### config.mk
export PLATFORM = sky130hd
export DESIGN_NAME = json_string_unescape_flat
export DESIGN_NICKNAME = d
export VERILOG_FILES = /design/src/hdl/jsu_pkg.sv /design/src/hdl/jsu_text_if.sv /design/src/hdl/jsu_result_if.sv /design/src/hdl/jsu_front.sv /design/src/hdl/jsu_queue.sv /design/src/hdl/jsu_back.sv /design/src/hdl/json_string_unescape.sv /design/src/flat_wrapper.sv
export SDC_FILE = /design/constraint.sdc
export NUM_CORES = 1
export LEC_CHECK = 0
export BUFFER_PORTS_ARGS = -buffer_cell sky130_fd_sc_hd__buf_2
export CORE_MARGIN = 3
export CORE_UTILIZATION = 61
export DETAILED_ROUTE_END_ITERATION = 10
export GPL_TIMING_DRIVEN = 0
export HOLD_SLACK_MARGIN = 0.1
export PLACE_DENSITY = 0.79
export SYNTH_ARGS = -nofsm -noshare
export SYNTH_HDL_FRONTEND = slang
export SYNTH_SLANG_ARGS = --single-unit
### constraint.sdc
create_clock -name clk -period 3.58 [get_ports clk]
set_input_delay 0.716 -clock clk [delete_from_list [all_inputs] [get_ports clk]]
set_output_delay 0.716 -clock clk [all_outputs]
set_load 0.05 [all_outputs]
### src/hdl/jsu_pkg.sv
// Shared types, codes and helpers for the JSON string unescaper.
`default_nettype none
package jsu_pkg;

    localparam int unsigned QUEUE_DEPTH = 4;

    typedef logic [2:0] status_t;

    localparam status_t ST_BYTE   = 3'd0;
    localparam status_t ST_CLOSED = 3'd1;
    localparam status_t ST_UEND   = 3'd2;
    localparam status_t ST_QUOTE  = 3'd3;
    localparam status_t ST_BADESC = 3'd4;
    localparam status_t ST_BADUNI = 3'd5;
    localparam status_t ST_BADHEX = 3'd6;
    localparam status_t ST_UNTERM = 3'd7;

    localparam logic [7:0]  UTF8_LEAD2 = 8'hC0;
    localparam logic [7:0]  UTF8_LEAD3 = 8'hE0;
    localparam logic [7:0]  UTF8_CONT  = 8'h80;
    localparam logic [7:0]  UTF8_MASK  = 8'h3F;
    localparam logic [15:0] CP_2BYTE   = 16'h0080;
    localparam logic [15:0] CP_3BYTE   = 16'h0800;

    // One queue entry: all result beats caused by one input beat.
    typedef struct packed {
        logic [1:0]      count;   // 1 to 3 beats
        status_t         status;  // shared by every beat of the entry
        logic [7:0]      byte2;
        logic [7:0]      byte1;
        logic [7:0]      byte0;
    } job_t;

    // Queue handshake toward each side.
    typedef struct packed {
        logic valid;
        job_t job;
    } job_beat_t;

    typedef struct packed {
        logic is_hex;
        logic [3:0] value;
    } hex_t;

    function automatic hex_t hex_value(input logic [7:0] c);
        hex_t h;
        h.is_hex = 1'b1;
        h.value  = 4'd0;
        if (c >= 8'h30 && c <= 8'h39)
            h.value = 4'(c - 8'h30);
        else if (c >= 8'h61 && c <= 8'h66)
            h.value = 4'(c - 8'h57);
        else if (c >= 8'h41 && c <= 8'h46)
            h.value = 4'(c - 8'h37);
        else
            h.is_hex = 1'b0;
        return h;
    endfunction

endpackage
`default_nettype wire

### src/hdl/jsu_text_if.sv
// Input channel: raw text beats with an end-of-text marker.
`default_nettype none
interface jsu_text_if;
    logic       valid;
    logic       ready;
    logic [7:0] text_byte;
    logic       end_of_text;

    modport source (output valid, output text_byte, output end_of_text, input ready);
    modport sink   (input valid, input text_byte, input end_of_text, output ready);
endinterface
`default_nettype wire

### src/hdl/jsu_result_if.sv
// Output channel: decoded bytes and status beats.
`default_nettype none
interface jsu_result_if;
    logic       valid;
    logic       ready;
    logic [7:0] out_byte;
    logic [2:0] status;
    logic       last;

    modport source (output valid, output out_byte, output status, output last, input ready);
    modport sink   (input valid, input out_byte, input status, input last, output ready);
endinterface
`default_nettype wire

### src/hdl/jsu_front.sv
// Front end: string/escape/unicode decoder producing at most one queue entry per input beat.
`default_nettype none
module jsu_front (
    input  wire logic               clk,
    input  wire logic               rst_n,
    jsu_text_if.sink                text,
    input  wire logic               push_ready,
    output jsu_pkg::job_beat_t      push
);

    typedef enum logic [1:0] {
        MODE_IDLE,
        MODE_STR,
        MODE_ESC,
        MODE_HEX
    } mode_t;

    mode_t       mode_reg, mode_next;
    logic [1:0]  digits_reg, digits_next;
    logic [15:0] cp_reg, cp_next;
    logic        bad_reg, bad_next;

    jsu_pkg::job_t job;
    jsu_pkg::hex_t hex;
    logic [15:0]   cp_shift;
    logic          bad_now;
    logic [7:0]    c;
    logic          accept;

    assign c          = text.text_byte;
    assign text.ready = push_ready;
    assign accept     = text.valid && push_ready;

    always_comb
    begin
        hex       = jsu_pkg::hex_value(c);
        cp_shift  = {cp_reg[11:0], hex.value};
        bad_now   = bad_reg || !hex.is_hex;

        mode_next   = mode_reg;
        digits_next = digits_reg;
        cp_next     = cp_reg;
        bad_next    = bad_reg;

        job.count  = 2'd0;
        job.status = jsu_pkg::ST_BYTE;
        job.byte0  = 8'h00;
        job.byte1  = 8'h00;
        job.byte2  = 8'h00;

        case (mode_reg)
            MODE_IDLE:
            begin
                if (text.end_of_text)
                begin
                    job.count  = 2'd1;
                    job.status = jsu_pkg::ST_UEND;
                end
                else if (c inside {8'h20, [8'h09:8'h0D]})
                begin
                    // white space before the string is dropped
                end
                else if (c == 8'h22)
                    mode_next = MODE_STR;
                else
                begin
                    job.count  = 2'd1;
                    job.status = jsu_pkg::ST_QUOTE;
                end
            end
            MODE_STR:
            begin
                if (text.end_of_text)
                begin
                    job.count  = 2'd1;
                    job.status = jsu_pkg::ST_UNTERM;
                    mode_next  = MODE_IDLE;
                end
                else if (c == 8'h22)
                begin
                    job.count  = 2'd1;
                    job.status = jsu_pkg::ST_CLOSED;
                    mode_next  = MODE_IDLE;
                end
                else if (c == 8'h5C)
                    mode_next = MODE_ESC;
                else
                begin
                    job.count = 2'd1;
                    job.byte0 = c;
                end
            end
            MODE_ESC:
            begin
                job.count = 2'd1;
                mode_next = MODE_STR;
                if (text.end_of_text)
                begin
                    job.status = jsu_pkg::ST_BADESC;
                    mode_next  = MODE_IDLE;
                end
                else
                begin
                    case (c)
                        8'h22, 8'h5C, 8'h2F: job.byte0 = c;
                        8'h62:               job.byte0 = 8'h08;
                        8'h66:               job.byte0 = 8'h0C;
                        8'h6E:               job.byte0 = 8'h0A;
                        8'h72:               job.byte0 = 8'h0D;
                        8'h74:               job.byte0 = 8'h09;
                        8'h75:
                        begin
                            job.count   = 2'd0;
                            mode_next   = MODE_HEX;
                            digits_next = 2'd0;
                            cp_next     = 16'h0000;
                            bad_next    = 1'b0;
                        end
                        default:
                        begin
                            job.status = jsu_pkg::ST_BADESC;
                            mode_next  = MODE_IDLE;
                        end
                    endcase
                end
            end
            default:
            begin
                if (text.end_of_text)
                begin
                    job.count  = 2'd1;
                    job.status = jsu_pkg::ST_BADUNI;
                    mode_next  = MODE_IDLE;
                end
                else if (digits_reg != 2'd3)
                begin
                    digits_next = digits_reg + 2'd1;
                    cp_next     = cp_shift;
                    bad_next    = bad_now;
                end
                else if (bad_now)
                begin
                    job.count  = 2'd1;
                    job.status = jsu_pkg::ST_BADHEX;
                    mode_next  = MODE_IDLE;
                end
                else
                begin
                    mode_next = MODE_STR;
                    if (cp_shift < jsu_pkg::CP_2BYTE)
                    begin
                        job.count = 2'd1;
                        job.byte0 = cp_shift[7:0];
                    end
                    else if (cp_shift < jsu_pkg::CP_3BYTE)
                    begin
                        job.count = 2'd2;
                        job.byte0 = jsu_pkg::UTF8_LEAD2 | {3'b000, cp_shift[10:6]};
                        job.byte1 = jsu_pkg::UTF8_CONT
                                  | (jsu_pkg::UTF8_MASK & {2'b00, cp_shift[5:0]});
                    end
                    else
                    begin
                        job.count = 2'd3;
                        job.byte0 = jsu_pkg::UTF8_LEAD3 | {4'b0000, cp_shift[15:12]};
                        job.byte1 = jsu_pkg::UTF8_CONT | {2'b00, cp_shift[11:6]};
                        job.byte2 = jsu_pkg::UTF8_CONT
                                  | (jsu_pkg::UTF8_MASK & {2'b00, cp_shift[5:0]});
                    end
                end
                if (mode_next != MODE_HEX)
                begin
                    digits_next = 2'd0;
                    cp_next     = 16'h0000;
                    bad_next    = 1'b0;
                end
            end
        endcase
        if (mode_next == MODE_IDLE)
        begin
            digits_next = 2'd0;
            cp_next     = 16'h0000;
            bad_next    = 1'b0;
        end
    end

    assign push.valid = accept && (job.count != 2'd0);
    assign push.job   = job;

    always_ff @(posedge clk or negedge rst_n)
    begin
        if (!rst_n)
        begin
            mode_reg   <= MODE_IDLE;
            digits_reg <= 2'd0;
            cp_reg     <= 16'h0000;
            bad_reg    <= 1'b0;
        end
        else if (accept)
        begin
            mode_reg   <= mode_next;
            digits_reg <= digits_next;
            cp_reg     <= cp_next;
            bad_reg    <= bad_next;
        end
    end

endmodule
`default_nettype wire

### src/hdl/jsu_queue.sv
// Small FIFO of decoded entries between the front and back ends.
`default_nettype none
module jsu_queue #(
    parameter int unsigned Depth = jsu_pkg::QUEUE_DEPTH
) (
    input  wire logic               clk,
    input  wire logic               rst_n,
    input  wire jsu_pkg::job_beat_t push,
    output logic                    push_ready,
    output jsu_pkg::job_beat_t      pop,
    input  wire logic               pop_ready
);

    localparam int unsigned PtrW = (Depth > 1) ? $clog2(Depth) : 1;
    localparam int unsigned CntW = $clog2(Depth + 1);

    jsu_pkg::job_t mem [Depth];

    logic [PtrW-1:0] wr_ptr_reg, rd_ptr_reg;
    logic [CntW-1:0] count_reg;
    logic            do_push, do_pop;

    assign push_ready = (count_reg != CntW'(Depth));
    assign do_push    = push.valid && push_ready;
    assign pop.valid  = (count_reg != '0);
    assign do_pop     = pop.valid && pop_ready;
    assign pop.job    = mem[rd_ptr_reg];

    function automatic logic [PtrW-1:0] bump(input logic [PtrW-1:0] p);
        return (p == PtrW'(Depth - 1)) ? '0 : p + PtrW'(1);
    endfunction

    always_ff @(posedge clk)
    begin
        if (do_push)
            mem[wr_ptr_reg] <= push.job;
    end

    always_ff @(posedge clk or negedge rst_n)
    begin
        if (!rst_n)
        begin
            wr_ptr_reg <= '0;
            rd_ptr_reg <= '0;
            count_reg  <= '0;
        end
        else
        begin
            if (do_push)
                wr_ptr_reg <= bump(wr_ptr_reg);
            if (do_pop)
                rd_ptr_reg <= bump(rd_ptr_reg);
            if (do_push && !do_pop)
                count_reg <= count_reg + CntW'(1);
            else if (do_pop && !do_push)
                count_reg <= count_reg - CntW'(1);
        end
    end

endmodule
`default_nettype wire

### src/hdl/jsu_back.sv
// Back end: splits each queue entry into result beats and marks the last one.
`default_nettype none
module jsu_back (
    input  wire logic               clk,
    input  wire logic               rst_n,
    input  wire jsu_pkg::job_beat_t pop,
    output logic                    pop_ready,
    jsu_result_if.source            result
);

    jsu_pkg::job_t cur_reg;
    logic          cur_valid_reg;
    logic [1:0]    idx_reg;
    logic          is_last;
    logic          beat_done;

    assign is_last   = (idx_reg == cur_reg.count - 2'd1);
    assign beat_done = cur_valid_reg && result.ready;
    // refill when empty or as the final beat of the current entry leaves
    assign pop_ready = !cur_valid_reg || (beat_done && is_last);

    assign result.valid  = cur_valid_reg;
    assign result.status = cur_reg.status;
    assign result.last   = is_last;

    always_comb
    begin
        case (idx_reg)
            2'd0:    result.out_byte = cur_reg.byte0;
            2'd1:    result.out_byte = cur_reg.byte1;
            default: result.out_byte = cur_reg.byte2;
        endcase
    end

    always_ff @(posedge clk)
    begin
        if (pop_ready && pop.valid)
            cur_reg <= pop.job;
    end

    always_ff @(posedge clk or negedge rst_n)
    begin
        if (!rst_n)
        begin
            cur_valid_reg <= 1'b0;
            idx_reg       <= 2'd0;
        end
        else if (pop_ready)
        begin
            cur_valid_reg <= pop.valid;
            idx_reg       <= 2'd0;
        end
        else if (beat_done)
            idx_reg <= idx_reg + 2'd1;
    end

endmodule
`default_nettype wire

### src/hdl/json_string_unescape.sv
// JSON string unescaper: text beats in, decoded UTF-8 bytes and status beats out.
//
// Channels: "text" takes one raw byte per beat (or an end-of-text marker);
// "result" gives decoded bytes with status 0, or a single status beat for a
// closed string or an error. "last" marks the final result beat caused by
// one text beat; text beats that cause nothing (white space before a string,
// the opening quote, a backslash, hex digits before the fourth) give none.
// A text beat is taken every cycle while the entry queue has room. The
// decoder in the front end finishes each beat in the cycle it is taken; the
// first result beat then passes through the entry queue and the output
// register. The output port sends one beat per cycle while the receiver is
// ready, so a \u escape that becomes three UTF-8 bytes occupies it for three
// beats; the entry queue (QueueDepth entries) absorbs these bursts.
// When the receiver stalls, the current result beat holds; the queue fills
// and then text.ready drops until room frees up.
// Reset empties the queue and the output register and puts the decoder in
// idle, waiting for an opening quote.
`default_nettype none
module json_string_unescape #(
    parameter int unsigned QueueDepth = jsu_pkg::QUEUE_DEPTH
) (
    input  wire logic    clk,
    input  wire logic    rst_n,
    jsu_text_if.sink     text,
    jsu_result_if.source result
);

    jsu_pkg::job_beat_t push, pop;
    logic               push_ready, pop_ready;

    jsu_front u_front (
        .clk        (clk),
        .rst_n      (rst_n),
        .text       (text),
        .push_ready (push_ready),
        .push       (push)
    );

    jsu_queue #(
        .Depth (QueueDepth)
    ) u_queue (
        .clk        (clk),
        .rst_n      (rst_n),
        .push       (push),
        .push_ready (push_ready),
        .pop        (pop),
        .pop_ready  (pop_ready)
    );

    jsu_back u_back (
        .clk       (clk),
        .rst_n     (rst_n),
        .pop       (pop),
        .pop_ready (pop_ready),
        .result    (result)
    );

endmodule
`default_nettype wire

### src/flat_wrapper.sv
// flat-port wrapper written by rule: the top's interface ports become plain ports
module json_string_unescape_flat 
#(
    parameter int unsigned QueueDepth = jsu_pkg::QUEUE_DEPTH
)
  (clk, rst_n, text_valid, text_text_byte, text_end_of_text, text_ready, result_valid, result_out_byte, result_status, result_last, result_ready);
  jsu_text_if text_i ();
  jsu_result_if result_i ();
  input  wire logic clk;
  input  wire logic rst_n;
  input wire logic [$bits(text_i.valid)-1:0] text_valid;
  input wire logic [$bits(text_i.text_byte)-1:0] text_text_byte;
  input wire logic [$bits(text_i.end_of_text)-1:0] text_end_of_text;
  output wire logic [$bits(text_i.ready)-1:0] text_ready;
  output wire logic [$bits(result_i.valid)-1:0] result_valid;
  output wire logic [$bits(result_i.out_byte)-1:0] result_out_byte;
  output wire logic [$bits(result_i.status)-1:0] result_status;
  output wire logic [$bits(result_i.last)-1:0] result_last;
  input wire logic [$bits(result_i.ready)-1:0] result_ready;
  assign text_i.valid = text_valid;
  assign text_i.text_byte = text_text_byte;
  assign text_i.end_of_text = text_end_of_text;
  assign text_ready = text_i.ready;
  assign result_valid = result_i.valid;
  assign result_out_byte = result_i.out_byte;
  assign result_status = result_i.status;
  assign result_last = result_i.last;
  assign result_i.ready = result_ready;
  json_string_unescape #(.QueueDepth(QueueDepth)) u_core (.clk(clk), .rst_n(rst_n), .text(text_i), .result(result_i));
endmodule
==> results.sh, run 1 <==
export IMPL_drc=0
export IMPL_fmax_mhz=305.6
export IMPL_die_h_um=113.4
export IMPL_multi_input_area_um2=2292
export IMPL_cts_buffers=17
export IMPL_period_share_pct=91.41
export IMPL_maxCapViolCount=0
export IMPL_critPathSlowestCell="fa_1"
export IMPL_slew_limit_headroom_pct=39.30
export IMPL_synth_edf_count=130
export IMPL_setup_ws_ns=0.3074
export IMPL_cellLeakagePower_nw=2.795
export IMPL_hold_path_class="primary input to async pin"
export IMPL_crit_fanout=7
export IMPL_synthCells=472
export IMPL_path_buf_inv=3
export IMPL_final_hold_viol_count=0
export IMPL_drv_slew=0
export IMPL_diodes=0
export IMPL_hold_ws_ns=0.3395
export IMPL_tns_ns=0
export IMPL_critPathLaunchType="primary input"
export IMPL_outcome="complete, no violations"
export IMPL_die_area_um2=12860
export IMPL_cpPeakStageDelay_ns=0.37
export IMPL_hpwl_um=9582
export IMPL_drive_gt1_share_pct=21.82
export IMPL_async_reset_ff_share_pct=17.20
export IMPL_drt_iter0_drc=481
export IMPL_firstDrtPassIters=5
export IMPL_crit_chain="buf_2 -> inv_1 -> ha_1 -> nand2b_1 -> o41ai_4 -> o31a_2 -> o21ai_0 -> nor2_2 -> ha_1 -> inv_1 -> fa_1 -> xor2_1 -> nor2_1 -> xor2_1"
export IMPL_rsz0062_at_grt="false"
export IMPL_critPathTopFamily="adder cells"
export IMPL_syn_area_um2=7035
export IMPL_clkTransAtPathRegs_ns=0.06
export IMPL_ys_ff_latch=157
export IMPL_worstSetupPathType="primary input to flop"
export IMPL_utilization_pct=71.73
export IMPL_vdd_drop_max_uv=764.0
export IMPL_yosysSeqAreaShare_pct=65.09
export IMPL_grt_pass1_vias=4287
export IMPL_boundaryPins=27
export IMPL_htree_levels=4
export IMPL_worst_slew_pin_slew_ns=0.9105
export IMPL_finalSetupViolations=0
export IMPL_antenna_found_initial=0
export IMPL_fillers=708
export IMPL_dp_cells=635
export IMPL_core_area_um2=11030
export IMPL_cts_root_buf="clkbuf_16"
export IMPL_ctsHoldBuffers=0
export IMPL_ff2ff_setup_slack_ns=0.54
export IMPL_rows=38
export IMPL_power_density_nw_per_um2=797.8
export IMPL_synthToLayoutAreaGrowth_pct=12.47
export IMPL_setup_worst_path_end_class="flop"
export IMPL_startpoint="text_text_byte[0]"
export IMPL_grt_remaining_overflow=0
export IMPL_cts_tree="done"
export IMPL_initial_core_util_pct=63.78
export IMPL_dr_total_vias=4268
export IMPL_synth_cell_types=66
export IMPL_dieWidth_um=113.4
export IMPL_reg2reg_to="u_core.u_queue.count_reg[1]"
export IMPL_vias_per_cell=6.399
export IMPL_grt_pass1_wl_um=23770
export IMPL_avgSynthCellArea_um2=14.91
export IMPL_ctsResizeCount=4
export IMPL_r2r_start="u_core.u_front.mode_reg[0]"
export IMPL_wirelength_um=14470
export IMPL_ys_warnings_count=0
export IMPL_r2r_cells=10
export IMPL_cts_sinks=157
export IMPL_nets=542
export IMPL_period_minus_slack_ns=3.273
export IMPL_instances_no_fill=667
export IMPL_synth_nets=500
export IMPL_gp_congestion=0.9261
export IMPL_wl_per_cell_um=21.69
export IMPL_grt_usage_pct=24.62
export IMPL_arrival_ns=3.61
export IMPL_dp_slack_ns=-0.6357
export IMPL_clk_path_buf_depth=2
export IMPL_largest_reg_flops=104
export IMPL_ant_nets=0
export IMPL_cts_setup_buffers=0
export IMPL_regArea_um2=4579
export IMPL_skew_ns=0.01162
export IMPL_clk_latency_ns=0.41
export IMPL_synth_ff_type="edfxtp_1"
export IMPL_port_buffers=23
export IMPL_grt_max_degree=30
export IMPL_cp_required_ns=3.92
cell usage after synthesis (all sizes together) (3+ instances only):
master | n | area [um^2]
edfxtp | 130 | 3904
nor2 | 35 | 131.4
nand2 | 33 | 123.9
dfrtp | 27 | 675.7
mux4 | 26 | 585.6
a21oi | 18 | 90.09
clkbuf | 16 | 61.30
ha | 14 | 175.2
inv | 13 | 48.80
o21ai | 13 | 65.06
a22oi | 11 | 82.58
a32o | 10 | 100.1
and2 | 10 | 63.81
buf | 10 | 66.31
nand3 | 10 | 50.05
nand2b | 7 | 43.79
nor2b | 7 | 43.79
a31o | 6 | 52.55
mux2 | 6 | 67.56
nor3 | 6 | 30.03
nor4 | 5 | 46.29
o211ai | 4 | 35.03
nor3b | 3 | 22.52
o31a | 3 | 27.53
or3b | 3 | 26.28
xnor2 | 3 | 26.28
xor2 | 3 | 26.28
metal layers:
layer	up-vias	wire length [um]	track usage (%)
met5	-	0	0
met2	200	7122	39.38
met4	0	444	10.74
li1	1920	-	-
met3	40	930	4.562
met1	2108	5969	33.67
worst reg2reg max path: cells and delay by family, from the launching register on:
kind | cells | cell delay (ns)
AOI/OAI and AO/OA | 3 | 0.71
adders and majority gates | 2 | 0.66
buffers and inverters | 2 | 0.40
DFF | 1 | 0.32
muxes | 1 | 0.27
and+or+nand+nor | 2 | 0.56
power breakdown:
part           internal [W]  switching, W
clock network       0.00102      0.000708
logic              0.000690       0.00123
registers           0.00251      0.000148
area by class of cell:
type | count | share of cell area (%)
sequential | 157 | 57.87
multi-input combinational | 276 | 28.97
clock buffer | 18 | 5.424
tap | 140 | 2.214
clock inverter | 14 | 1.834
buffer | 26 | 1.613
timing repair buffer | 23 | 1.455
inverter | 13 | 0.6167
worst max path at each step:
stage                                       end  cells past startpoint  slack, ns
floorplan           u_core.u_queue.count_reg[1]                     10       0.11
global placement      u_core.u_queue.mem[0][21]                      9      -0.59
detailed placement    u_core.u_queue.mem[2][21]                      9      -0.64
CTS                 u_core.u_queue.count_reg[1]                     10       0.01
global route        u_core.u_queue.count_reg[2]                     14       0.08
finish              u_core.u_queue.count_reg[2]                     14       0.31
kinds of logic (layout without fill, tap and decap cells):
group,after synthesis,count (layout),synth area share [%]
compound gates,91,91,9.942
xor+xnor,6,6,0.7471
fa+ha+maj,15,15,2.774
buf+inv,39,94,2.507
flops,157,157,65.09
mux,33,33,9.425
simple gates,131,131,9.514
layout by cell type, fill, tap and decap left out, types with 4 or more instances in the layout:
| master | instances |
|---|---|
| a21oi_1 | 18 |
| a22oi_1 | 11 |
| a31o_2 | 6 |
| a32o_1 | 10 |
| and2_1 | 5 |
| and2_2 | 5 |
| buf_2 | 25 |
| clkbuf_1 | 16 |
| clkbuf_16 | 17 |
| clkinv_4 | 5 |
| dfrtp_1 | 27 |
| edfxtp_1 | 130 |
| ha_1 | 14 |
| inv_1 | 13 |
| mux2_2 | 6 |
| mux4_2 | 26 |
| nand2_1 | 33 |
| nand2b_1 | 7 |
| nand3_1 | 10 |
| nor2_1 | 34 |
| nor2b_1 | 7 |
| nor3_1 | 6 |
| nor4_1 | 4 |
| o21ai_0 | 13 |
metrics by stage:
step | total power, W | area [um^2]
floorplan | 0.004101 | 7039
global placement | 0.004523 | 7330
detailed placement | 0.004619 | 7330
CTS | 0.006350 | 7909
global route | 0.006614 | 7913
finish | 0.006312 | 7913
No activity file was read; power rests on OpenSTA's default activity.
==> run 2: changes to the inputs <==
CORE_UTILIZATION = 62   (was 61)
PLACE_DENSITY = 0.8   (was 0.79)
SYNTH_HIERARCHICAL = 1   (was not set)
==> results.sh, run 2 <==
export IMPL_avgSynthCellArea_um2=15.71
export IMPL_critPathLaunchType="flop"
export IMPL_hpwl_um=10230
export IMPL_drive_gt1_share_pct=24.86
export IMPL_fillers=718
export IMPL_cts_tree="done"
export IMPL_clkTransAtPathRegs_ns=0.06
export IMPL_synth_common_cells="145 x edfxtp_1, 31 x nand2_1, 28 x mux4_2"
export IMPL_yosys_top_cells_area="edfxtp_1 57%, dfrtp_1 8.9%, mux4_2 8.3%"
export IMPL_ant_nets=0
export IMPL_skew_ns=0.01271
export IMPL_ys_ff_latch=172
export IMPL_drt_iter0_drc=439
export IMPL_vias_per_cell=6.570
export IMPL_wl_per_cell_um=23.48
export IMPL_largest_reg_flops=116
export IMPL_grt_remaining_overflow=0
export IMPL_drc=0
export IMPL_port_buffers=25
export IMPL_initial_core_util_pct=64.94
export IMPL_slew_limit_headroom_pct=19.18
export IMPL_synthAdderAreaFrac_pct=2.567
export IMPL_synth_compound_area_share_pct=10.07
export IMPL_diodes=0
export IMPL_htree_levels=4
export IMPL_synthToLayoutAreaGrowth_pct=14.08
export IMPL_synth_ff_type="edfxtp_1"
export IMPL_synthXorXnorAreaFrac_pct=0.4607
export IMPL_utilization_pct=74.08
export IMPL_grt_usage_pct=25.97
export IMPL_grt_pass1_vias=4619
export IMPL_gp_congestion=0.9346
export IMPL_synthCells=484
export IMPL_die_h_um=116.8
export IMPL_hold_path_class="primary input to async pin"
export IMPL_die_area_um2=13630
export IMPL_synthSimpleGateAreaFrac_pct=7.733
export IMPL_async_reset_ff_share_pct=15.70
export IMPL_ctsHoldBuffers=0
export IMPL_dieWidth_um=116.8
export IMPL_dr_total_vias=4533
export IMPL_yosysSeqAreaShare_pct=66.14
export IMPL_final_common_cell="edfxtp_1"
export IMPL_drv_slew=0
export IMPL_hold_ws_ns=0.3037
export IMPL_synthMuxAreaShare_pct=9.724
export IMPL_regArea_um2=5030
export IMPL_setup_worst_path_end_class="flop"
export IMPL_yosysTopAreaCellShare_pct=57.26
export IMPL_worst_slew_pin_slew_ns=1.201
export IMPL_dp_slack_ns=-0.9374
export IMPL_clk_path_buf_depth=2
export IMPL_fmax_mhz=296.4
export IMPL_final_hold_viol_count=0
export IMPL_cts_root_buf="clkbuf_16"
export IMPL_nets=562
export IMPL_tns_ns=0
export IMPL_maxCapViolCount=0
export IMPL_cellLeakagePower_nw=3.168
export IMPL_synth_top_family_by_area="compound AO/OA/AOI/OAI gates"
export IMPL_firstDrtPassIters=5
export IMPL_boundaryPins=27
export IMPL_wirelength_um=16200
export IMPL_grt_pass1_wl_um=25670
export IMPL_worstSetupPathType="flop to flop"
export IMPL_multi_input_area_um2=2422
export IMPL_final_cell_mix="145 x edfxtp_1, 31 x nand2_1, 28 x buf_2, 28 x mux4_2, 27 x dfrtp_1"
export IMPL_rows=39
export IMPL_core_area_um2=11710
export IMPL_cts_buffers=17
export IMPL_outcome="complete, no violations"
export IMPL_antenna_found_initial=0
export IMPL_crit_fanout=29
export IMPL_grt_max_degree=30
export IMPL_cts_sinks=172
export IMPL_setup_ws_ns=0.2059
export IMPL_arrival_ns=3.42
export IMPL_ys_warnings_count=6
export IMPL_yosysTopAreaCell="edfxtp_1"
export IMPL_finalSetupViolations=0
export IMPL_period_minus_slack_ns=3.374
export IMPL_clk_latency_ns=0.43
export IMPL_power_w=0.007209
export IMPL_cp_required_ns=3.63
export IMPL_syn_area_um2=7605
export IMPL_power_density_nw_per_um2=831.0
export IMPL_synth_cell_types=71
export IMPL_vdd_drop_max_uv=567.2
export IMPL_synth_edf_count=145
export IMPL_period_share_pct=94.25
export IMPL_rsz0062_at_grt="false"
export IMPL_synth_most_common_cell="edfxtp_1"
==> run 2: worst max-delay path, cell delays in order, from the launching register on <==
cell	delay, ns
dfrtp_1	0.46
nor4_2	0.76
o21a_1	0.20
o21ai_0	0.08
a31o_2	0.23
a31oi_1	0.23
a21boi_4	0.28
and2_2	0.73
==> run 2: where the power goes <==
group | total, W | switching (W) | internal, W | leakage (nW)
Combinational | 0.00236 | 0.00148 | 0.000883 | 1.18
Clock | 0.00185 | 0.000713 | 0.00114 | 0.301
Sequential | 0.00299 | 0.000202 | 0.00279 | 1.69
Total | 0.00721 | 0.00240 | 0.00481 | 3.17
==> run 2: path summary, 6_finish.rpt <==
path / start / endpoint / slack [ns] / cells after the start
max in group asynchronous: rst_n / u_core/u_front/mode_reg[1] / 2.85 / 1
hold / removal: rst_n / u_core/u_back/idx_reg[1] / 0.30 / 1
setup reg to reg: u_core/u_front/cp_reg[6] / u_core/u_queue/mem[3][17] / 0.21 / 7
setup / recovery: u_core/u_front/cp_reg[6] / u_core/u_queue/mem[3][17] / 0.21 / 7
min in group clk: u_core/u_front/digits_reg[0] / u_core/u_front/digits_reg[0] / 0.47 / 1
hold reg to reg: u_core/u_front/digits_reg[0] / u_core/u_front/digits_reg[0] / 0.47 / 1
==> run 2: logic make-up after synthesis <==
group,count (synthesis)
AND/OR/NAND/NOR,104
AO/OA/AOI/OAI,106
other,1
multiplexers,36
XOR/XNOR,4
adder cells (fa/ha/maj),15
flip-flops,172
buffers and inverters,46
==> run 2: layout make-up <==
| cell class | instances | area share, % |
|---|---|---|
| well taps | 143 | 2.062 |
| clock buffers | 25 | 6.331 |
| clock inverters | 7 | 0.8365 |
| multi-input cells | 267 | 27.92 |
| repair buffers | 30 | 2.019 |
| plain buffers | 26 | 1.990 |
| flip-flops and latches | 172 | 57.98 |
| inverters | 20 | 0.8653 |
==> run 2: through the flow <==
stage          cell area [um^2]  instances
6_report                   8676        690
5_1_grt                    8676        690
4_1_cts                    8612        687
3_5_place_dp               7956        654
3_3_place_gp               7923        653
2_1_floorplan              7619        485
==> run 2: layer usage <==
metal	global-route usage, %	routed length [um]
met1	35.02	6701
met5	0	0
met4	10.24	393
met2	42.09	8068
met3	5.337	1041
==> run 2: repair_timing <==
item / CTS / global route
setup buffers: 1 / 3
endpoints found under the setup margin: 118 / 118
gates resized for setup: 6 / 9
pin swaps: 1 / 1
cloned: 0 / 0
